--- src/rtl/assert_macros.svh ---
// ------------------------------------------------------------------------
// Assertion macros
// Shared concurrent assertion forms for the tilt angle block.
// ------------------------------------------------------------------------
`ifndef ASSERT_MACROS_SVH
`define ASSERT_MACROS_SVH

// Property checked on every rising edge outside reset.
`define ASSERT_CLK(lbl, clk, rst_n, prop, msg) \
	lbl: assert property (@(posedge clk) disable iff (!rst_n) prop) else $error(msg);

// Condition that must never be seen on a rising edge outside reset.
`define ASSERT_NEVER(lbl, clk, rst_n, expr, msg) \
	lbl: assert property (@(posedge clk) disable iff (!rst_n) !(expr)) else $error(msg);

`endif

--- src/rtl/taba_pkg.sv ---
// ------------------------------------------------------------------------
// taba_pkg
// Types, widths and constants shared by the tilt angle block modules.
// ------------------------------------------------------------------------
`timescale 1ns / 1ps

package taba_pkg;

	// Default parameter values.
	localparam int WINDOW_DEF       = 8;
	localparam int CORDIC_STEPS_DEF = 16;

	// Field and state widths.
	localparam int SAMPLE_W   = 16;
	localparam int SCALE_W    = 15;
	localparam int CNT_W      = 4;
	localparam int SUM_W      = 20;
	localparam int AVG_W      = 25;
	localparam int ANG_W      = 9;
	localparam int CFG_IDX_W  = 3;
	localparam int CFG_DATA_W = 16;

	// Averaging: the sum magnitude times a reciprocal of the window size
	// scaled by 2^RECIP_SHIFT. The rounding error of the reciprocal stays
	// below one quotient step for every sum a window of up to 15 can hold.
	localparam int FRAC_W      = 8;
	localparam int RECIP_SHIFT = 31;
	localparam int RECIP_W     = 32;
	localparam int QUOT_W      = 24;

	// CORDIC datapath.
	localparam int XY_W       = 28;
	localparam int ACC_W      = 26;
	localparam int DEG_W      = ACC_W - 16;
	localparam int ATAN_W     = 22;
	localparam int ATAN_IDX_W = 5;
	localparam int ANGLE_MAX  = 180;
	localparam logic signed [ACC_W-1:0] ACC_PLUS_90  = ACC_W'(90 * 65536);
	localparam logic signed [ACC_W-1:0] ACC_MINUS_90 = ACC_W'(-90 * 65536);

	// Rotation axis codes; the unused code behaves as the x axis.
	typedef enum logic [1:0] {
		AXIS_X = 2'd0,
		AXIS_Y = 2'd1,
		AXIS_Z = 2'd2
	} axis_t;

	// Configuration register indexes.
	typedef enum logic [CFG_IDX_W-1:0] {
		REG_AXIS     = 3'd0,
		REG_OFFSET_X = 3'd1,
		REG_OFFSET_Y = 3'd2,
		REG_OFFSET_Z = 3'd3,
		REG_SCALE_X  = 3'd4,
		REG_SCALE_Y  = 3'd5,
		REG_SCALE_Z  = 3'd6
	} cfg_reg_t;

	// Top-level sequencer.
	typedef enum logic [2:0] {
		ST_IDLE,
		ST_DIV,
		ST_AVG,
		ST_CHECK,
		ST_CORD,
		ST_DONE
	} top_state_t;

	// CORDIC sequencer.
	typedef enum logic [1:0] {
		CS_IDLE,
		CS_ITER,
		CS_FIN
	} cordic_state_t;

	// Status returned by the CORDIC unit.
	typedef struct packed {
		logic                    done;
		logic signed [ANG_W-1:0] deg;
	} cordic_res_t;

	// atan(2^-i) in degrees with 16 fraction bits, rounded.
	function automatic logic [ATAN_W-1:0] atan_q16(input logic [ATAN_IDX_W-1:0] idx);
		logic [ATAN_W-1:0] val;
		case (idx)
			5'd0:    val = 22'd2949120;
			5'd1:    val = 22'd1740967;
			5'd2:    val = 22'd919879;
			5'd3:    val = 22'd466945;
			5'd4:    val = 22'd234379;
			5'd5:    val = 22'd117304;
			5'd6:    val = 22'd58666;
			5'd7:    val = 22'd29335;
			5'd8:    val = 22'd14668;
			5'd9:    val = 22'd7334;
			5'd10:   val = 22'd3667;
			5'd11:   val = 22'd1833;
			5'd12:   val = 22'd917;
			5'd13:   val = 22'd458;
			5'd14:   val = 22'd229;
			5'd15:   val = 22'd115;
			5'd16:   val = 22'd57;
			5'd17:   val = 22'd29;
			5'd18:   val = 22'd14;
			5'd19:   val = 22'd7;
			5'd20:   val = 22'd4;
			5'd21:   val = 22'd2;
			5'd22:   val = 22'd1;
			default: val = 22'd0;
		endcase
		return val;
	endfunction

endpackage

--- src/rtl/taba_cordic.sv ---
// ------------------------------------------------------------------------
// taba_cordic
// Iterative vectoring CORDIC giving atan2(y, x) in whole degrees.
// ------------------------------------------------------------------------
`timescale 1ns / 1ps

`include "assert_macros.svh"

module taba_cordic
	import taba_pkg::*;
#(
	parameter int CORDIC_STEPS = CORDIC_STEPS_DEF
) (
	input  logic                    clk,
	input  logic                    arst_n,
	input  logic                    start,
	input  logic signed [AVG_W-1:0] x_in,
	input  logic signed [AVG_W-1:0] y_in,
	output cordic_res_t             res
);

	localparam int STEP_W = $clog2(CORDIC_STEPS);
	localparam logic [STEP_W-1:0] STEP_LAST = STEP_W'(CORDIC_STEPS - 1);

	cordic_state_t            state_q, state_d;
	logic [STEP_W-1:0]        step_q;
	logic signed [XY_W-1:0]   x_q, y_q;
	logic signed [ACC_W-1:0]  acc_q;

	logic signed [XY_W-1:0]   xs, ys, dx, dy;
	logic signed [ACC_W-1:0]  atan_step, acc_neg;
	logic signed [DEG_W-1:0]  deg_full;

	// Inputs widened to the working width.
	assign xs = XY_W'(x_in);
	assign ys = XY_W'(y_in);

	// Shared shift and table lookup for the current step.
	assign dx        = y_q >>> step_q;
	assign dy        = x_q >>> step_q;
	assign atan_step = signed'({{(ACC_W-ATAN_W){1'b0}}, atan_q16(ATAN_IDX_W'(step_q))});

	// Truncate the angle toward zero to whole degrees, then clamp.
	assign acc_neg  = -acc_q;
	assign deg_full = acc_q[ACC_W-1] ? -signed'(acc_neg[ACC_W-1:16])
	                                 : signed'(acc_q[ACC_W-1:16]);

	always_comb begin
		res.done = (state_q == CS_FIN);
		if (deg_full > ANGLE_MAX) begin
			res.deg = ANG_W'(ANGLE_MAX);
		end else if (deg_full < -ANGLE_MAX) begin
			res.deg = ANG_W'(-ANGLE_MAX);
		end else begin
			res.deg = ANG_W'(deg_full);
		end
	end

	// Sequencer next state.
	always_comb begin
		state_d = state_q;
		unique case (state_q)
			CS_IDLE: begin
				if (start) begin
					state_d = (x_in == '0 && y_in == '0) ? CS_FIN : CS_ITER;
				end
			end
			CS_ITER: begin
				if (step_q == STEP_LAST) begin
					state_d = CS_FIN;
				end
			end
			CS_FIN:  state_d = CS_IDLE;
			default: state_d = CS_IDLE;
		endcase
	end

	always_ff @(posedge clk or negedge arst_n) begin
		if (!arst_n) begin
			state_q <= CS_IDLE;
			step_q  <= '0;
		end else begin
			state_q <= state_d;
			if (state_q == CS_ITER) begin
				step_q <= step_q + 1'b1;
			end else begin
				step_q <= '0;
			end
		end
	end

	// Vector and angle registers: prerotation on start, one step per cycle.
	always_ff @(posedge clk) begin
		if (state_q == CS_IDLE && start) begin
			if (x_in == '0 && y_in == '0) begin
				x_q   <= '0;
				y_q   <= '0;
				acc_q <= '0;
			end else if (xs < 0 && ys >= 0) begin
				x_q   <= ys;
				y_q   <= -xs;
				acc_q <= ACC_PLUS_90;
			end else if (xs < 0) begin
				x_q   <= -ys;
				y_q   <= xs;
				acc_q <= ACC_MINUS_90;
			end else begin
				x_q   <= xs;
				y_q   <= ys;
				acc_q <= '0;
			end
		end else if (state_q == CS_ITER) begin
			if (y_q >= 0) begin
				x_q   <= x_q + dx;
				y_q   <= y_q - dy;
				acc_q <= acc_q + atan_step;
			end else begin
				x_q   <= x_q - dx;
				y_q   <= y_q + dy;
				acc_q <= acc_q - atan_step;
			end
		end
	end

	`ASSERT_NEVER(a_start_busy, clk, arst_n, start && state_q != CS_IDLE, "CORDIC started while busy")
	`ASSERT_CLK(a_fin_after_last, clk, arst_n, (state_q == CS_ITER && step_q == STEP_LAST) |=> (state_q == CS_FIN), "CORDIC did not finish after its last step")
	`ASSERT_CLK(a_deg_range, clk, arst_n, res.done |-> (res.deg <= ANGLE_MAX && res.deg >= -ANGLE_MAX), "CORDIC angle out of range")

endmodule

--- src/rtl/tilt_angle_block_average.sv ---
// Path: from input acceptance to tvalid a request passes the sequencer states CHECK, CORD
// and DONE; out-of-range averages skip CORD, a zero vector skips the CORDIC iterations,
// and a window-closing item adds DIV and AVG first. A new request is taken only in IDLE,
// once the last result is loaded; a result left waiting stalls the following request.
// Reset: arst_n clears the sequencer, window sums, averages, held angle and registers
// to their defaults (scales 16384, offsets and axis zero).
// ------------------------------------------------------------------------
// tilt_angle_block_average
// Block-averaged accelerometer tilt angle with an iterative CORDIC atan2.
// ------------------------------------------------------------------------
`timescale 1ns / 1ps

`include "assert_macros.svh"

module tilt_angle_block_average
	import taba_pkg::*;
#(
	parameter int WINDOW       = WINDOW_DEF,
	parameter int CORDIC_STEPS = CORDIC_STEPS_DEF
) (
	input  logic                  clk,
	input  logic                  arst_n,
	// Configuration write channel.
	input  logic                  cfg_valid,
	output logic                  cfg_ready,
	input  logic [CFG_IDX_W-1:0]  cfg_index,
	input  logic [CFG_DATA_W-1:0] cfg_data,
	// Sample input.
	input  logic                  s_tvalid,
	output logic                  s_tready,
	input  logic [47:0]           s_tdata,   // accel_x, accel_y, accel_z
	// Result output.
	output logic                  m_tvalid,
	input  logic                  m_tready,
	output logic [63:0]           m_tdata,   // angle_deg, average_first, average_second, zero fill
	output logic [1:0]            m_tuser    // angle_updated, averages_refreshed
);

	localparam logic [CNT_W-1:0]   WIN_CNT = CNT_W'(WINDOW);
	localparam longint             RECIP_L =
		((longint'(1) <<< RECIP_SHIFT) + longint'(WINDOW) - 1) / longint'(WINDOW);
	localparam logic [RECIP_W-1:0] RECIP_M = RECIP_W'(RECIP_L);

	// Configuration registers.
	logic [1:0]                 axis_q;
	logic signed [SAMPLE_W-1:0] offset_x_q, offset_y_q, offset_z_q;
	logic [SCALE_W-1:0]         scale_x_q, scale_y_q, scale_z_q;

	// Block state.
	top_state_t                 state_q, state_d;
	logic [CNT_W-1:0]           window_count_q;
	logic signed [SUM_W-1:0]    sum_first_q, sum_second_q;
	logic signed [AVG_W-1:0]    avg_first_q, avg_second_q;
	logic signed [ANG_W-1:0]    held_angle_q;
	logic                       updated_q, refreshed_q;

	// Averaging datapath.
	logic [SUM_W-1:0]           mag_first_q, mag_second_q;
	logic [QUOT_W-1:0]          quot_first_q, quot_second_q;
	logic                       neg_first_q, neg_second_q;

	// Output register.
	logic                       m_tvalid_q;
	logic signed [ANG_W-1:0]    out_angle_q;
	logic signed [AVG_W-1:0]    out_avg_first_q, out_avg_second_q;
	logic                       out_updated_q, out_refreshed_q;

	logic signed [SAMPLE_W-1:0] accel_x, accel_y, accel_z;
	logic signed [SAMPLE_W-1:0] samp_first, samp_second, off_first, off_second;
	logic [SCALE_W-1:0]         sc_first, sc_second;
	logic signed [AVG_W-1:0]    lim_first, lim_second;
	logic [SUM_W-1:0]           mag_first, mag_second;
	logic [QUOT_W-1:0]          div_first, div_second;
	logic signed [AVG_W:0]      quot_first, quot_second, new_avg_first, new_avg_second;
	logic                       in_accept, window_full, in_range, cordic_start, out_load;
	cordic_res_t                cres;

	assign accel_x = s_tdata[15:0];
	assign accel_y = s_tdata[31:16];
	assign accel_z = s_tdata[47:32];

	// Axis selection: picks the sample pair, offsets and scales.
	always_comb begin
		case (axis_q)
			AXIS_Y: begin
				samp_first  = accel_x;    samp_second = accel_z;
				off_first   = offset_x_q; off_second  = offset_z_q;
				sc_first    = scale_x_q;  sc_second   = scale_z_q;
			end
			AXIS_Z: begin
				samp_first  = accel_x;    samp_second = accel_y;
				off_first   = offset_x_q; off_second  = offset_y_q;
				sc_first    = scale_x_q;  sc_second   = scale_y_q;
			end
			default: begin
				samp_first  = accel_y;    samp_second = accel_z;
				off_first   = offset_y_q; off_second  = offset_z_q;
				sc_first    = scale_y_q;  sc_second   = scale_z_q;
			end
		endcase
	end

	// Range test of the held averages against plus or minus scale.
	assign lim_first  = signed'({2'b00, sc_first, {FRAC_W{1'b0}}});
	assign lim_second = signed'({2'b00, sc_second, {FRAC_W{1'b0}}});
	assign in_range   = (avg_first_q <= lim_first) && (avg_first_q >= -lim_first) &&
	                    (avg_second_q <= lim_second) && (avg_second_q >= -lim_second);

	assign in_accept   = s_tvalid && s_tready;
	assign window_full = (window_count_q >= WIN_CNT);

	// Sum magnitudes; the quotient is formed unsigned and the sign put back.
	assign mag_first  = sum_first_q[SUM_W-1] ? SUM_W'(-sum_first_q) : SUM_W'(sum_first_q);
	assign mag_second = sum_second_q[SUM_W-1] ? SUM_W'(-sum_second_q) : SUM_W'(sum_second_q);

	// Magnitude times 256 over the window size, by reciprocal multiplication.
	assign div_first  = QUOT_W'(({{RECIP_W{1'b0}}, mag_first_q} * {{SUM_W{1'b0}}, RECIP_M})
	                    >> (RECIP_SHIFT - FRAC_W));
	assign div_second = QUOT_W'(({{RECIP_W{1'b0}}, mag_second_q} * {{SUM_W{1'b0}}, RECIP_M})
	                    >> (RECIP_SHIFT - FRAC_W));

	// Signed average minus offset, all in Q.8.
	assign quot_first     = signed'({2'b00, quot_first_q});
	assign quot_second    = signed'({2'b00, quot_second_q});
	assign new_avg_first  = (neg_first_q ? -quot_first : quot_first) -
	                        signed'({{2{off_first[SAMPLE_W-1]}}, off_first, {FRAC_W{1'b0}}});
	assign new_avg_second = (neg_second_q ? -quot_second : quot_second) -
	                        signed'({{2{off_second[SAMPLE_W-1]}}, off_second, {FRAC_W{1'b0}}});

	// Sequencer next state and handshake.
	always_comb begin
		state_d      = state_q;
		s_tready     = 1'b0;
		cordic_start = 1'b0;
		out_load     = 1'b0;
		unique case (state_q)
			ST_IDLE: begin
				s_tready = 1'b1;
				if (s_tvalid) begin
					state_d = window_full ? ST_DIV : ST_CHECK;
				end
			end
			ST_DIV:  state_d = ST_AVG;
			ST_AVG:  state_d = ST_CHECK;
			ST_CHECK: begin
				if (in_range) begin
					cordic_start = 1'b1;
					state_d      = ST_CORD;
				end else begin
					state_d = ST_DONE;
				end
			end
			ST_CORD: begin
				if (cres.done) begin
					state_d = ST_DONE;
				end
			end
			ST_DONE: begin
				if (!m_tvalid_q || m_tready) begin
					out_load = 1'b1;
					state_d  = ST_IDLE;
				end
			end
			default: state_d = ST_IDLE;
		endcase
	end

	// Configuration writes; unknown indexes are ignored.
	assign cfg_ready = 1'b1;

	always_ff @(posedge clk or negedge arst_n) begin
		if (!arst_n) begin
			axis_q     <= AXIS_X;
			offset_x_q <= '0;
			offset_y_q <= '0;
			offset_z_q <= '0;
			scale_x_q  <= 15'd16384;
			scale_y_q  <= 15'd16384;
			scale_z_q  <= 15'd16384;
		end else if (cfg_valid && cfg_ready) begin
			unique case (cfg_index)
				REG_AXIS:     axis_q     <= cfg_data[1:0];
				REG_OFFSET_X: offset_x_q <= cfg_data;
				REG_OFFSET_Y: offset_y_q <= cfg_data;
				REG_OFFSET_Z: offset_z_q <= cfg_data;
				REG_SCALE_X:  scale_x_q  <= cfg_data[SCALE_W-1:0];
				REG_SCALE_Y:  scale_y_q  <= cfg_data[SCALE_W-1:0];
				REG_SCALE_Z:  scale_z_q  <= cfg_data[SCALE_W-1:0];
				default: ;
			endcase
		end
	end

	// Control and block state.
	always_ff @(posedge clk or negedge arst_n) begin
		if (!arst_n) begin
			state_q        <= ST_IDLE;
			window_count_q <= '0;
			sum_first_q    <= '0;
			sum_second_q   <= '0;
			avg_first_q    <= '0;
			avg_second_q   <= '0;
			held_angle_q   <= '0;
			updated_q      <= 1'b0;
			refreshed_q    <= 1'b0;
			m_tvalid_q     <= 1'b0;
		end else begin
			state_q <= state_d;

			// Window accumulation, or closing the window.
			if (in_accept) begin
				if (window_full) begin
					sum_first_q    <= '0;
					sum_second_q   <= '0;
					window_count_q <= '0;
					refreshed_q    <= 1'b1;
				end else begin
					sum_first_q    <= sum_first_q +
					                  {{(SUM_W-SAMPLE_W){samp_first[SAMPLE_W-1]}}, samp_first};
					sum_second_q   <= sum_second_q +
					                  {{(SUM_W-SAMPLE_W){samp_second[SAMPLE_W-1]}}, samp_second};
					window_count_q <= window_count_q + 1'b1;
					refreshed_q    <= 1'b0;
				end
			end

			if (state_q == ST_AVG) begin
				avg_first_q  <= AVG_W'(new_avg_first);
				avg_second_q <= AVG_W'(new_avg_second);
			end

			if (state_q == ST_CHECK) begin
				updated_q <= in_range;
			end

			if (state_q == ST_CORD && cres.done) begin
				held_angle_q <= cres.deg;
			end

			// Output valid: set on load, cleared once the request is taken.
			if (out_load) begin
				m_tvalid_q <= 1'b1;
			end else if (m_tready) begin
				m_tvalid_q <= 1'b0;
			end
		end
	end

	// Averaging datapath and output payload.
	always_ff @(posedge clk) begin
		if (in_accept && window_full) begin
			mag_first_q  <= mag_first;
			mag_second_q <= mag_second;
			neg_first_q  <= sum_first_q[SUM_W-1];
			neg_second_q <= sum_second_q[SUM_W-1];
		end

		if (state_q == ST_DIV) begin
			quot_first_q  <= div_first;
			quot_second_q <= div_second;
		end

		if (out_load) begin
			out_angle_q      <= held_angle_q;
			out_updated_q    <= updated_q;
			out_refreshed_q  <= refreshed_q;
			out_avg_first_q  <= avg_first_q;
			out_avg_second_q <= avg_second_q;
		end
	end

	taba_cordic #(
		.CORDIC_STEPS(CORDIC_STEPS)
	) u_cordic (
		.clk    (clk),
		.arst_n (arst_n),
		.start  (cordic_start),
		.x_in   (avg_second_q),
		.y_in   (avg_first_q),
		.res    (cres)
	);

	assign m_tvalid = m_tvalid_q;
	assign m_tdata  = {5'b0, out_avg_second_q, out_avg_first_q, out_angle_q};
	assign m_tuser  = {out_refreshed_q, out_updated_q};

	`ASSERT_CLK(a_count_bound, clk, arst_n, window_count_q <= WIN_CNT, "window count beyond window size")
	`ASSERT_CLK(a_full_divides, clk, arst_n, (in_accept && window_full) |=> (state_q == ST_DIV && window_count_q == '0), "closing item did not start the divider")
	`ASSERT_CLK(a_held_range, clk, arst_n, held_angle_q <= ANGLE_MAX && held_angle_q >= -ANGLE_MAX, "held angle out of range")

endmodule
--- config.mk ---
export PLATFORM = sky130hd
export DESIGN_NAME = tilt_angle_block_average
export DESIGN_NICKNAME = d
export VERILOG_FILES = /design/src/rtl/taba_pkg.sv /design/src/rtl/taba_cordic.sv /design/src/rtl/tilt_angle_block_average.sv
export VERILOG_INCLUDE_DIRS = /design/src /design/src/rtl
export SDC_FILE = /design/constraint.sdc
export NUM_CORES = 1
export LEC_CHECK = 0
export BUFFER_PORTS_ARGS = -buffer_cell sky130_fd_sc_hd__clkbuf_2
export CAP_MARGIN = 15
export CELL_PAD_IN_SITES_DETAIL_PLACEMENT = 0
export CELL_PAD_IN_SITES_GLOBAL_PLACEMENT = 1
export CORE_ASPECT_RATIO = 1.75
export CORE_MARGIN = 2
export CORE_UTILIZATION = 40
export DETAILED_ROUTE_END_ITERATION = 6
export HOLD_SLACK_MARGIN = 0.02
export PLACE_DENSITY = 0.75
export SLEW_MARGIN = 20
export SYNTH_ARGS = -nofsm -noshare
export SYNTH_HDL_FRONTEND = slang
export SYNTH_SLANG_ARGS = --single-unit
--- constraint.sdc ---
create_clock -name clk -period 9.78 [get_ports clk]
set_clock_uncertainty 0.05 [all_clocks]
set_input_delay 1.956 -clock clk [delete_from_list [all_inputs] [get_ports clk]]
set_output_delay 1.956 -clock clk [all_outputs]
set_load 0.01 [all_outputs]
# Word level (Yosys, flattened, before mapping)
# Memory sizes are Yosys's and may differ from the RTL's.
# Index checks and enable logic that the tools add are counted.
dict set report word_totals {
  register_bits 431
  rom_bits 352
  input_bits 72
  output_inout_bits 69
  elab_cells 170
  n_memories 1
}
# name depth word_bits rd rd_clocked_by_memory_dff wr line_no
set mem_list {}
lappend mem_list {{(name not given)} 16 22 1 0 0 taba_pkg.sv:85} ;# case (idx)
dict set report classes {
  addsub 22
  n_lt_le_gt_ge 10
  n_eq_ne 21
  shift 2
  n_mux 53
  reduce_logical 28
}
# op n
set op_table {}
lappend op_table {{28-bit two-way mux} 12}
lappend op_table {{26-bit two-way mux} 6}
lappend op_table {{16-bit two-way mux} 4}
lappend op_table {{28-bit adder} 2}
lappend op_table {{25-bit negation with 28-bit output} 2}
lappend op_table {{28-bit by 4-bit >>> shifter with 28-bit output} 2}
lappend op_table {{28-bit subtractor} 2}
lappend op_table {{25-bit greater-or-equal comparator} 2}
lappend op_table {{25-bit by 24-bit <= comparator with 1-bit output} 2}
lappend op_table {{25-bit zero test} 2}
lappend op_table {{25-bit two-way mux} 2}
lappend op_table {{23-bit negation with 25-bit output} 2}
lappend op_table {{24-bit negation with 25-bit output} 2}
lappend op_table {{25-bit by 24-bit subtractor with 25-bit output} 2}
lappend op_table {{20-bit adder} 2}
lappend op_table {{20-bit two-way mux} 2}
lappend op_table {{19-bit two-way mux} 2}
lappend op_table {{19-bit negation} 2}
lappend op_table {{15-bit two-way mux} 2}
lappend op_table {{28-bit by 1-bit greater-or-equal comparator with 1-bit output (second input constant)} 1}
lappend op_table {{26-bit by 23-bit adder with 26-bit output} 1}
lappend op_table {{26-bit negation} 1}
lappend op_table {{26-bit by 23-bit subtractor with 26-bit output} 1}
lappend op_table {{25-bit by 1-bit greater-or-equal comparator with 1-bit output (second input constant)} 1}
lappend op_table {{other kinds (31)} 77}

# Longest topological paths before layout
# Gate-level depths: netlist of run 1.
dict set report logic_depth {
  ltp_word 12
  ltp_mapped 27
  ltp_nobuf 22
}

# Modules after synthesis
# From an unflattened synthesis of run 1, not the netlist that was laid out.
dict set report unflattened {
  hier_cells 3528
  hier_area_um2 33753.6
}
# mod n_inst cells_per_inst area_each_um2
set by_module_without_submodules {}
lappend by_module_without_submodules {tilt_angle_block_average 1 1727 19073.3}
lappend by_module_without_submodules {taba_cordic 1 1801 14680.3}

# Worst setup path before layout of run 1
# OpenSTA, ideal clock, no wires.
dict set report synth_path {
  path_kind {reg-to-reg}
  start {register axis_q[0]}
  end {register u_cordic.acc_q[0] (enable)}
  t_arrival_ps 10108
  slack_ps -1014
  path_stages_with_launch 23
  path_cell_list {dfrtp_1 > inv_1 > ha_1 > clkbuf_1 > buf_1 > clkbuf_1 > buf_1 > mux2i_1 > ha_1 > o21ai_0 > inv_1 > nand3_1 > nor2_1 > and3_1 > and3_1 > nand3_1 > nor2_1 > ha_1 > o21ai_0 > o21ai_0 > a21oi_1 > o211ai_1 > o21ai_0}
}
dict set report synth_between {
  elab_chain_cells 12
  word_cells_on_any_way 18
  cone_classes {add/sub (2); order compare (4); eq/ne (2); mux (4); reduce/logical (6)}
}
# element line_no
set synth_lines {}
lappend synth_lines {{start: declaration} tilt_angle_block_average.sv:45} ;# logic [1:0] axis_q;
lappend synth_lines {{start signal: assignment} tilt_angle_block_average.sv:182} ;# REG_AXIS: axis_q <= cfg_data[1:0];
lappend synth_lines {{2-bit == test or 2-bit by 1-bit == test with 1-bit output (tied branches)} tilt_angle_block_average.sv:84} ;# case (axis_q)
lappend synth_lines {{2-bit OR reduction (no line)} n/a}
lappend synth_lines {{15-bit two-way mux} tilt_angle_block_average.sv:84}
lappend synth_lines {{23-bit negation with 25-bit output} tilt_angle_block_average.sv:106} ;# assign in_range = (avg_first_q <= lim_first) && (avg_first_q >= -lim_first) &&
lappend synth_lines {{25-bit greater-or-equal comparator} tilt_angle_block_average.sv:106}
lappend synth_lines {{1-bit logical AND (2 in series)} tilt_angle_block_average.sv:106}
lappend synth_lines {{1-bit logical AND *} tilt_angle_block_average.sv:107} ;# (avg_second_q <= lim_second) && (avg_second_q >= -lim_second);
lappend synth_lines {{1-bit two-way mux *} tilt_angle_block_average.sv:146} ;# if (in_range) begin
lappend synth_lines {{1-bit two-way mux *} tilt_angle_block_average.sv:136} ;# unique case (state_q)
lappend synth_lines {{1-bit logical AND *} taba_cordic.sv:94} ;# if (state_q == CS_IDLE && start) begin
lappend synth_lines {{2-bit nonzero test (no line) *} n/a}
lappend synth_lines {{end signal: assignment} taba_cordic.sv:116} ;# acc_q <= acc_q + atan_step;
lappend synth_lines {{end signal: assignment} taba_cordic.sv:120} ;# acc_q <= acc_q - atan_step;
lappend synth_lines {{end: declaration} taba_cordic.sv:28} ;# logic signed [ACC_W-1:0] acc_q;
# Mark *: on every way between the ends. The rest lies on a longest branch, timed or not.
# A chain may end at the register's enable or synchronous reset.

# Final worst setup path of run 1
dict set report layout_path {
  start {register u_cordic.step_q[0]}
  end {register u_cordic.acc_q[25], data pin}
}
dict set report layout_between {
  elab_chain_cells 5
  word_cells_on_any_way 6
  cone_classes {add/sub (2); mux (3); memory (1)}
}
# element line_no
set layout_lines {}
lappend layout_lines {{start: declaration} taba_cordic.sv:26} ;# logic [STEP_W-1:0] step_q;
lappend layout_lines {{start signal: assignment} taba_cordic.sv:85} ;# step_q <= step_q + 1'b1;
lappend layout_lines {{memory read 16 x 22 bit *} n/a}
lappend layout_lines {{26-bit by 23-bit subtractor with 26-bit output or 26-bit by 23-bit adder with 26-bit output (tied branches)} {taba_cordic.sv:120, taba_cordic.sv:116}}
lappend layout_lines {{26-bit two-way mux *} taba_cordic.sv:113} ;# if (y_q >= 0) begin
lappend layout_lines {{26-bit two-way mux *} taba_cordic.sv:112} ;# end else if (state_q == CS_ITER) begin
lappend layout_lines {{26-bit two-way mux *} taba_cordic.sv:94}
# Mark *: on every way between the ends. The rest lies on a longest branch, timed or not. The select of a mux whose other input is x is not followed.

==> reports/results.txt, run 1 <==
In this run the clock root is driven by a sky130_fd_sc_hd__clkbuf_16. The number of hold buffers added after CTS was 0. In this run the count of I/O pins placed on the die edge is 141. The fraction of layout cells with a size suffix above 1 was 0.143. The period utilization was 0.688. The tools report the post-DP HPWL as 81.1 mm.

The type of the worst setup path is flop to flop. In the post-synthesis netlist, the cell with the most instances is sky130_fd_sc_hd__nand2_1. The dominant delay contributor by cell family on the critical path is compound AO/OA/AOI/OAI gates. The setup check on the worst reg-to-reg path leaves a slack of 3.05 ns. The startpoint identified for the worst hold timing path is mag_second_q[4].

Setup repair after global routing left no endpoint under its margin. The count of flip-flops with a built-in enable after synthesis was 211. The CTS buffer count is 41, and the buffers plus inverters on the worst setup path is 2. The final-layout setup total negative slack is 0 ns.

The die is 220 um wide. The first global-routing pass estimated 157 mm of wire. TritonCTS built the clock tree. The smallest setup slack after layout is 3.05 ns.

The run gives 26400 as the number of vias in the routed layout. The count of endpoints failing hold in the final timing report is 0, and the biggest fanout along the worst timing path is 42. Sorting the synthesized cells by area gives the leading types as sky130_fd_sc_hd__edfxtp_1, sky130_fd_sc_hd__dfrtp_1, sky130_fd_sc_hd__ha_1. The overall routing resource usage was 0.246.

The tools report the number of global-route vias before repair as 27100. The remaining antenna violation count after routing was 0. Sorting the synthesized cells by how often they occur yields sky130_fd_sc_hd__nand2_1, sky130_fd_sc_hd__ha_1, sky130_fd_sc_hd__o21ai_0.

The kind of start point of the critical path was a flop. The number of antenna violations at the first check in global routing was 0; the count of clock tree sinks was 411. The run gives 3 as the maximum root-to-sink buffer count. The number of levels the H-tree was split into is 2, and the number of setup violations in the final report is 0. The worst-case setup slack after placement was 3.11 ns; the post-cts repair resize count was 0. The synthesized netlist contains 90 unique library cells. The clock slew at the register clock pins of the worst setup and hold paths was 0.07 ns; the cell area after synthesis was 0.0326 mm^2.

The routed design could run at a clock period as short as 6.73 ns. The maximum operating frequency was 149 MHz; the DRC violation count after routing was 0. Destination of the worst hold path: quot_second_q[9]. The transition time of the tightest slew-check pin is 0.987 ns. The ratio of routed vias to standard cells came out at 5.89.

After floorplanning, the core was sized to cover 0.0808 mm^2. Synthesis inferred 411 register bits. The tools report the number of pins with negative max-slew slack in the final report as 0. The area growth from synthesis to final layout works out to 9.27%.

The largest total area in the synthesized netlist belongs to sky130_fd_sc_hd__edfxtp_1. Max-cap violations in this run came to 0. The fraction of post-synthesis cell area in the top cell type by area was 0.195. The number of I/O port buffers works out to 124. The critical-path cell with the highest stage delay was sky130_fd_sc_hd__dfrtp_4. The logs give 103 mm for the total wirelength of the detailed-routed design and 0 for the yosys synthesis warning count. The data required time of the worst path came out at 10.07 ns. The run gives 0 as the total congestion overflow after global routing. 0 antenna diodes ended up in the layout. The later-pin clock latency in the skew report was 0.59 ns; the number of nets in the finished design was 3718. The logs give 0.368 ns for the smallest hold slack and 0 for the number of post-CTS setup repair buffers.

STA puts the critical path data arrival time at 7.02 ns. The mean routed wirelength per cell is 22.9 um. The starting utilization of the core area came out at 0.403. Entering global routing, the biggest net connects 101 pins.

For this run, the leading register cell type out of synthesis is sky130_fd_sc_hd__edfxtp_1. The count of cells along the worst register-to-register path was 17; the worst slew margin relative to its limit was 0.338. The die covers 0.0838 mm^2. The signal on the critical path passes through buf_4, clkinv_1, ha_1, mux4_2, ha_1, nor2_1, a21oi_1, ha_1, a211oi_1, o21ai_0, a41oi_1, o22ai_1, o311ai_0, o21ai_0, o31ai_1, mux2i_1, o21ai_0. The tools report the number of detailed-routing iterations run before antenna repair as 5. The share of flip-flops with an asynchronous set or reset after synthesis was 0.487.

The flow ran to the end, and the final reports show no timing, DRC or antenna violations. The worst register-to-register path ends at u_cordic.acc_q[25]. The cell depth of the worst hold path came out at 0. The stage delay of the slowest cell on the critical path is 0.68 ns. In this run the worst hold path is classified as flop to flop. The logs give 0.348 for the proportion of synthesized chip area in sequential cells and 3349 for the post-synthesis instance total. The die is 382 um tall. The run gives 138 as the floorplan row count. At the end of routability-driven placement, the weighted congestion stood at 0.939. In this run the critical register-to-register path is launched from u_cordic.step_q[0].

The tools report the critical path endpoint category as a flop. The starting DRC count in detailed routing is 1280, and the post-synthesis average cell area is 9.73 um^2.
area by class of cell:
type / instances / area (um^2)
clock buffer: 50 / 1100
fill: 7971 / 45200
inverter: 85 / 319
multi-input combinational: 2700 / 20300
tap: 1050 / 1310
sequential: 411 / 11400
timing repair buffer: 166 / 958
clock inverter: 24 / 264
flip-flops by register name, summed over array words and instances (netlist names), 16 cells and up:
register,flops
avg_second_q,20
offset_y_q,16
offset_z_q,16
out_avg_first_q,20
u_cordic.x_q,28
out_avg_second_q,20
mag_second_q,19
u_cordic.y_q,28
avg_first_q,20
offset_x_q,16
quot_first_q,19
quot_second_q,19
mag_first_q,19
u_cordic.acc_q,26
sum_first_q,20
sum_second_q,20
through the flow:
step,std cells,util,cell area [um^2]
2_1_floorplan,3363,-,32600
4_1_cts,4485,0.440,35600
3_5_place_dp,4411,0.423,34200
6_report,4486,0.440,35600
5_1_grt,4486,0.440,35600
3_3_place_gp,4411,0.423,34200
logic make-up (layout without fill, tap and decap cells):
kind of cell | count (synthesis) | after routing | share of synthesized area
AND/OR/NAND/NOR | 933 | 933 | 0.140
AO/OA/AOI/OAI | 876 | 876 | 0.175
flip-flops | 411 | 411 | 0.348
multiplexers | 324 | 324 | 0.126
XOR/XNOR | 310 | 310 | 0.0838
buffers and inverters | 252 | 325 | 0.0326
adder cells (fa/ha/maj) | 241 | 241 | 0.0942
other | 2 | 16 | 0.000231
how the worst max path moves through the flow:
stage                             from            endpoint  slack, ns  cells after the start
global route        u_cordic.step_q[0]  u_cordic.acc_q[25]       2.39                     17
detailed placement  u_cordic.step_q[0]  u_cordic.acc_q[25]       3.11                     17
floorplan                    axis_q[0]   u_cordic.acc_q[0]       1.21                     22
finish              u_cordic.step_q[0]  u_cordic.acc_q[25]       3.05                     17
global placement    u_cordic.step_q[0]  u_cordic.acc_q[25]       3.19                     17
CTS                 u_cordic.step_q[1]    u_cordic.y_q[27]       3.10                     19
worst reg2reg max path, stage by stage (launching register included):
cell	delay, ns
sky130_fd_sc_hd__dfrtp_4	0.68
sky130_fd_sc_hd__buf_4	0.61
sky130_fd_sc_hd__clkinv_1	0.57
sky130_fd_sc_hd__ha_1	0.58
sky130_fd_sc_hd__mux4_2	0.54
sky130_fd_sc_hd__ha_1	0.29
sky130_fd_sc_hd__nor2_1	0.04
sky130_fd_sc_hd__a21oi_1	0.25
sky130_fd_sc_hd__ha_1	0.31
sky130_fd_sc_hd__a211oi_1	0.41
sky130_fd_sc_hd__o21ai_0	0.27
sky130_fd_sc_hd__a41oi_1	0.42
sky130_fd_sc_hd__o22ai_1	0.23
sky130_fd_sc_hd__o311ai_0	0.44
sky130_fd_sc_hd__o21ai_0	0.18
sky130_fd_sc_hd__o31ai_1	0.33
sky130_fd_sc_hd__mux2i_1	0.22
sky130_fd_sc_hd__o21ai_0	0.08
metal layers:
metal	part of all wire	vias to the layer above	wire (um)	global-route usage
met1	0.33	12800	33500	0.226
met4	0.080	0	8240	0.169
met3	0.033	347	3410	0.0284
li1	-	12600	-	-
met2	0.56	706	57600	0.487
met5	0	-	0	0
layout by cell type (no fill, tap or decap), types with 19 or more instances in the layout:
master,count
sky130_fd_sc_hd__a211oi_1,31
sky130_fd_sc_hd__a21o_1,59
sky130_fd_sc_hd__a21oi_1,177
sky130_fd_sc_hd__a22o_1,27
sky130_fd_sc_hd__a31oi_1,21
sky130_fd_sc_hd__and3_1,35
sky130_fd_sc_hd__buf_4,41
sky130_fd_sc_hd__clkbuf_16,41
sky130_fd_sc_hd__clkbuf_2,123
sky130_fd_sc_hd__dfrtp_1,192
sky130_fd_sc_hd__edfxtp_1,211
sky130_fd_sc_hd__ha_1,233
sky130_fd_sc_hd__inv_1,81
sky130_fd_sc_hd__mux2_2,147
sky130_fd_sc_hd__mux2i_1,114
sky130_fd_sc_hd__mux4_2,53
sky130_fd_sc_hd__nand2_1,289
sky130_fd_sc_hd__nand2b_1,46
sky130_fd_sc_hd__nand3_1,61
sky130_fd_sc_hd__nand4_1,24
sky130_fd_sc_hd__nor2_1,211
sky130_fd_sc_hd__nor2b_1,39
sky130_fd_sc_hd__nor3_1,61
sky130_fd_sc_hd__nor4_1,19
sky130_fd_sc_hd__o211ai_1,52
sky130_fd_sc_hd__o21a_1,42
sky130_fd_sc_hd__o21ai_0,231
sky130_fd_sc_hd__o31ai_1,56
sky130_fd_sc_hd__o41ai_1,20
sky130_fd_sc_hd__or2_2,21
sky130_fd_sc_hd__or3_1,36
sky130_fd_sc_hd__or4_1,23
sky130_fd_sc_hd__xnor2_1,195
sky130_fd_sc_hd__xor2_1,114
Power of run 1 is left out: the tool's default activity adds up to more than one toggle a clock period on the data nets, which glitch-free logic cannot reach.
==> run 2: changes to the inputs <==
- clock period: 9.78 -> 5.6 ns (I/O delays scaled with it)
==> reports/results.txt, run 2 (same netlist as run 1, synthesis figures left out) <==
The ratio of routed vias to standard cells works out to 5.77 (-2.1%). The library cells used most frequently in the layout, excluding fill and tap cells, are sky130_fd_sc_hd__nand2_1, sky130_fd_sc_hd__buf_4, sky130_fd_sc_hd__ha_1. The logs give 85.8 mm (+5.8%) for the post-DP HPWL and 141 (unchanged) for the I/O pin count. The data arrival time of the worst path was 5.81 ns (-1.21 ns); the total instance count after detailed placement was 4641 (+5.2%). The cell sitting at the root of the clock tree is a sky130_fd_sc_hd__clkbuf_16. The smallest hold slack is 0.369 ns (+0.00151 ns), and the number of levels the H-tree was split into is 2 (unchanged).

The wire length of the first global-routing pass was 162 mm (+3.0%). The type of the worst setup path is flop to flop. The path category of the worst min-delay check was flop to flop.

The die height was 382 um (unchanged); the total congestion overflow after global routing was 0 (unchanged). For the maximum root-to-sink buffer count, the log shows 3 (unchanged). The CTS buffer count was 40 (-2.4%).

The tools report the count of clock tree sinks as 411 (unchanged). DRC violation count after routing: 0 (unchanged). The total wirelength of the detailed-routed design was 107 mm (+4.3%). The starting utilization of the core area is 0.403 (unchanged), and the data required time of the worst path is 5.90 ns (-4.17 ns). The final cell count without fillers is 4724 (+5.3%), and the stage delay of the slowest cell on the critical path is 0.58 ns (-0.10 ns).

The logs give 0.255 (+0.00889) for the overall routing resource usage and 0 (unchanged) for the max-capacitance violation count. The number of detailed-routing iterations run before antenna repair was 6 (+1). Setup repair after global routing could not meet its margin everywhere. Traced cell by cell, the critical path runs through buf_4, buf_4, mux2_1, mux4_2, mux2i_1, o211a_1, nand3_1, or4_4, nand2_2, xnor2_1, ha_1, buf_6, nand4_1, a2111oi_4, a21boi_4, a31oi_4, a21oi_2, buf_4, a41oi_4, buf_4, xor2_1, o21ai_1. The number of I/O port buffers was 124 (unchanged). The tools report the kind of start point of the critical path as a flop.

Clock slew at the register clock pins of the worst setup and hold paths: 0.08 ns (about the same). The number of antenna violations at the first check in global routing is 0 (unchanged). The x dimension of the die is 220 um (unchanged), and the number of nets in the finished design is 3954 (+6.3%). In the final layout, the registers with the most flip-flops are u_cordic.x_q x28, u_cordic.y_q x28, u_cordic.acc_q x26. The tools report the placer congestion estimate as 0.954 (+1.5%). STA classifies the critical path endpoint as a flop. The area growth from synthesis to final layout was 16.1%. The biggest fanout along the worst timing path is 7 (-83%). The smallest setup slack after layout is 0.0906 ns (-2.96 ns).

The number of global-route vias before repair came out at 28000 (+3.4%). The logs give 0.298 (-0.0404) for the worst slew margin relative to its limit and 0 (unchanged) for the count of endpoints failing hold in the final timing report. The fraction of layout cells with a size suffix above 1 is 0.210 (+0.0673).

The transition time of the tightest slew-check pin came out at 1.05 ns (+0.0621 ns). Critical-path cell with the highest stage delay: sky130_fd_sc_hd__mux4_2. For the area inside the core boundary, the log shows 0.0808 mm^2 (unchanged).

For the floorplan row count, the log shows 138 (unchanged). The mean routed wirelength per cell is 22.7 um (-0.94%), and the largest net degree at the start of global routing is 88 (-13%). The period utilization was 0.984 (+0.296); the remaining antenna violation count after routing was 0 (unchanged). For the number of vias in the routed layout, the log shows 27300 (+3.1%).

The maximum operating frequency was 182 MHz (+22%); the die area was 0.0838 mm^2 (unchanged). The number of setup violations in the final report was 0 (unchanged); the worst-case setup slack after placement was -0.219 ns (-3.33 ns). Cell with the most instances on the worst path: sky130_fd_sc_hd__buf_4. TritonCTS built the clock tree. The later-pin clock latency in the skew report came out at 0.60 ns (about the same). The run finished with clean final reports. The most common library cell in the layout ignoring fill and taps was sky130_fd_sc_hd__nand2_1.

Post-layout minimum cycle time: 5.51 ns (-1.22 ns). The logs give 1221 (-4.6%) for the starting DRC count in detailed routing and 0 (unchanged) for the number of pins with negative max-slew slack in the final report.
[run 2: metrics by stage]
stage / TNS [ns] / instance area, um^2 / utilization
floorplan: 0 / 32700 / -
finish: 0 / 37800 / 0.468
detailed placement: -0.522 / 36100 / 0.446
global route: -0.481 / 37800 / 0.468
global placement: -0.378 / 36100 / 0.446
CTS: 0 / 37500 / 0.464
[run 2: worst max-delay path: cells and delay by family, from the launching register on]
family                     cells  cell delay [ns]
AOI/OAI and AO/OA              7             1.28
xor gates and xnor gates       2             0.20
and+or+nand+nor                4             0.90
muxes                          3             1.22
adders and majority gates      1             0.31
buffers and inverters          5             0.74
DFF                            1             0.53
[run 2: area by class of cell]
| type | count | area [um^2] |
|---|---|---|
| well taps | 1050 | 1310 |
| multi-input cells | 2700 | 20600 |
| fillers | 7894 | 43000 |
| repair buffers | 403 | 2880 |
| flip-flops and latches | 411 | 11400 |
| clock buffers | 49 | 1100 |
| inverters | 85 | 320 |
| diodes | 1 | 2.50 |
| clock inverters | 25 | 279 |
[run 2: metal layers]
layer / vias to the layer above / global-route usage / wire length, um
met3: 330 / 0.0340 / 3850
met2: 649 / 0.510 / 60300
met1: 13200 / 0.232 / 34700
met5: - / 0 / 0
met4: 0 / 0.164 / 8220
li1: 13100 / - / -
[run 2: path summary, 6_finish.rpt]
kind                                      end  depth (start not counted)  slack [ns]          startpoint
max                          u_cordic.y_q[25]                         22        0.09  u_cordic.step_q[0]
min                           quot_first_q[8]                          0        0.37      mag_first_q[3]
max reg2reg                  u_cordic.y_q[25]                         22        0.09  u_cordic.step_q[0]
min reg2reg                   quot_first_q[8]                          0        0.37      mag_first_q[3]
max in group asynchronous  u_cordic.step_q[3]                          2        3.99              arst_n
min in group asynchronous   window_count_q[3]                          1        0.43              arst_n
[run 2: repair_timing]
item	CTS	global route
endpoints found under the setup margin	8	23
pin swaps	1	14
hold buffers	0	0
buffers inserted	3	5
gates resized for setup	12	53
Power of run 2 is left out for the same reason.
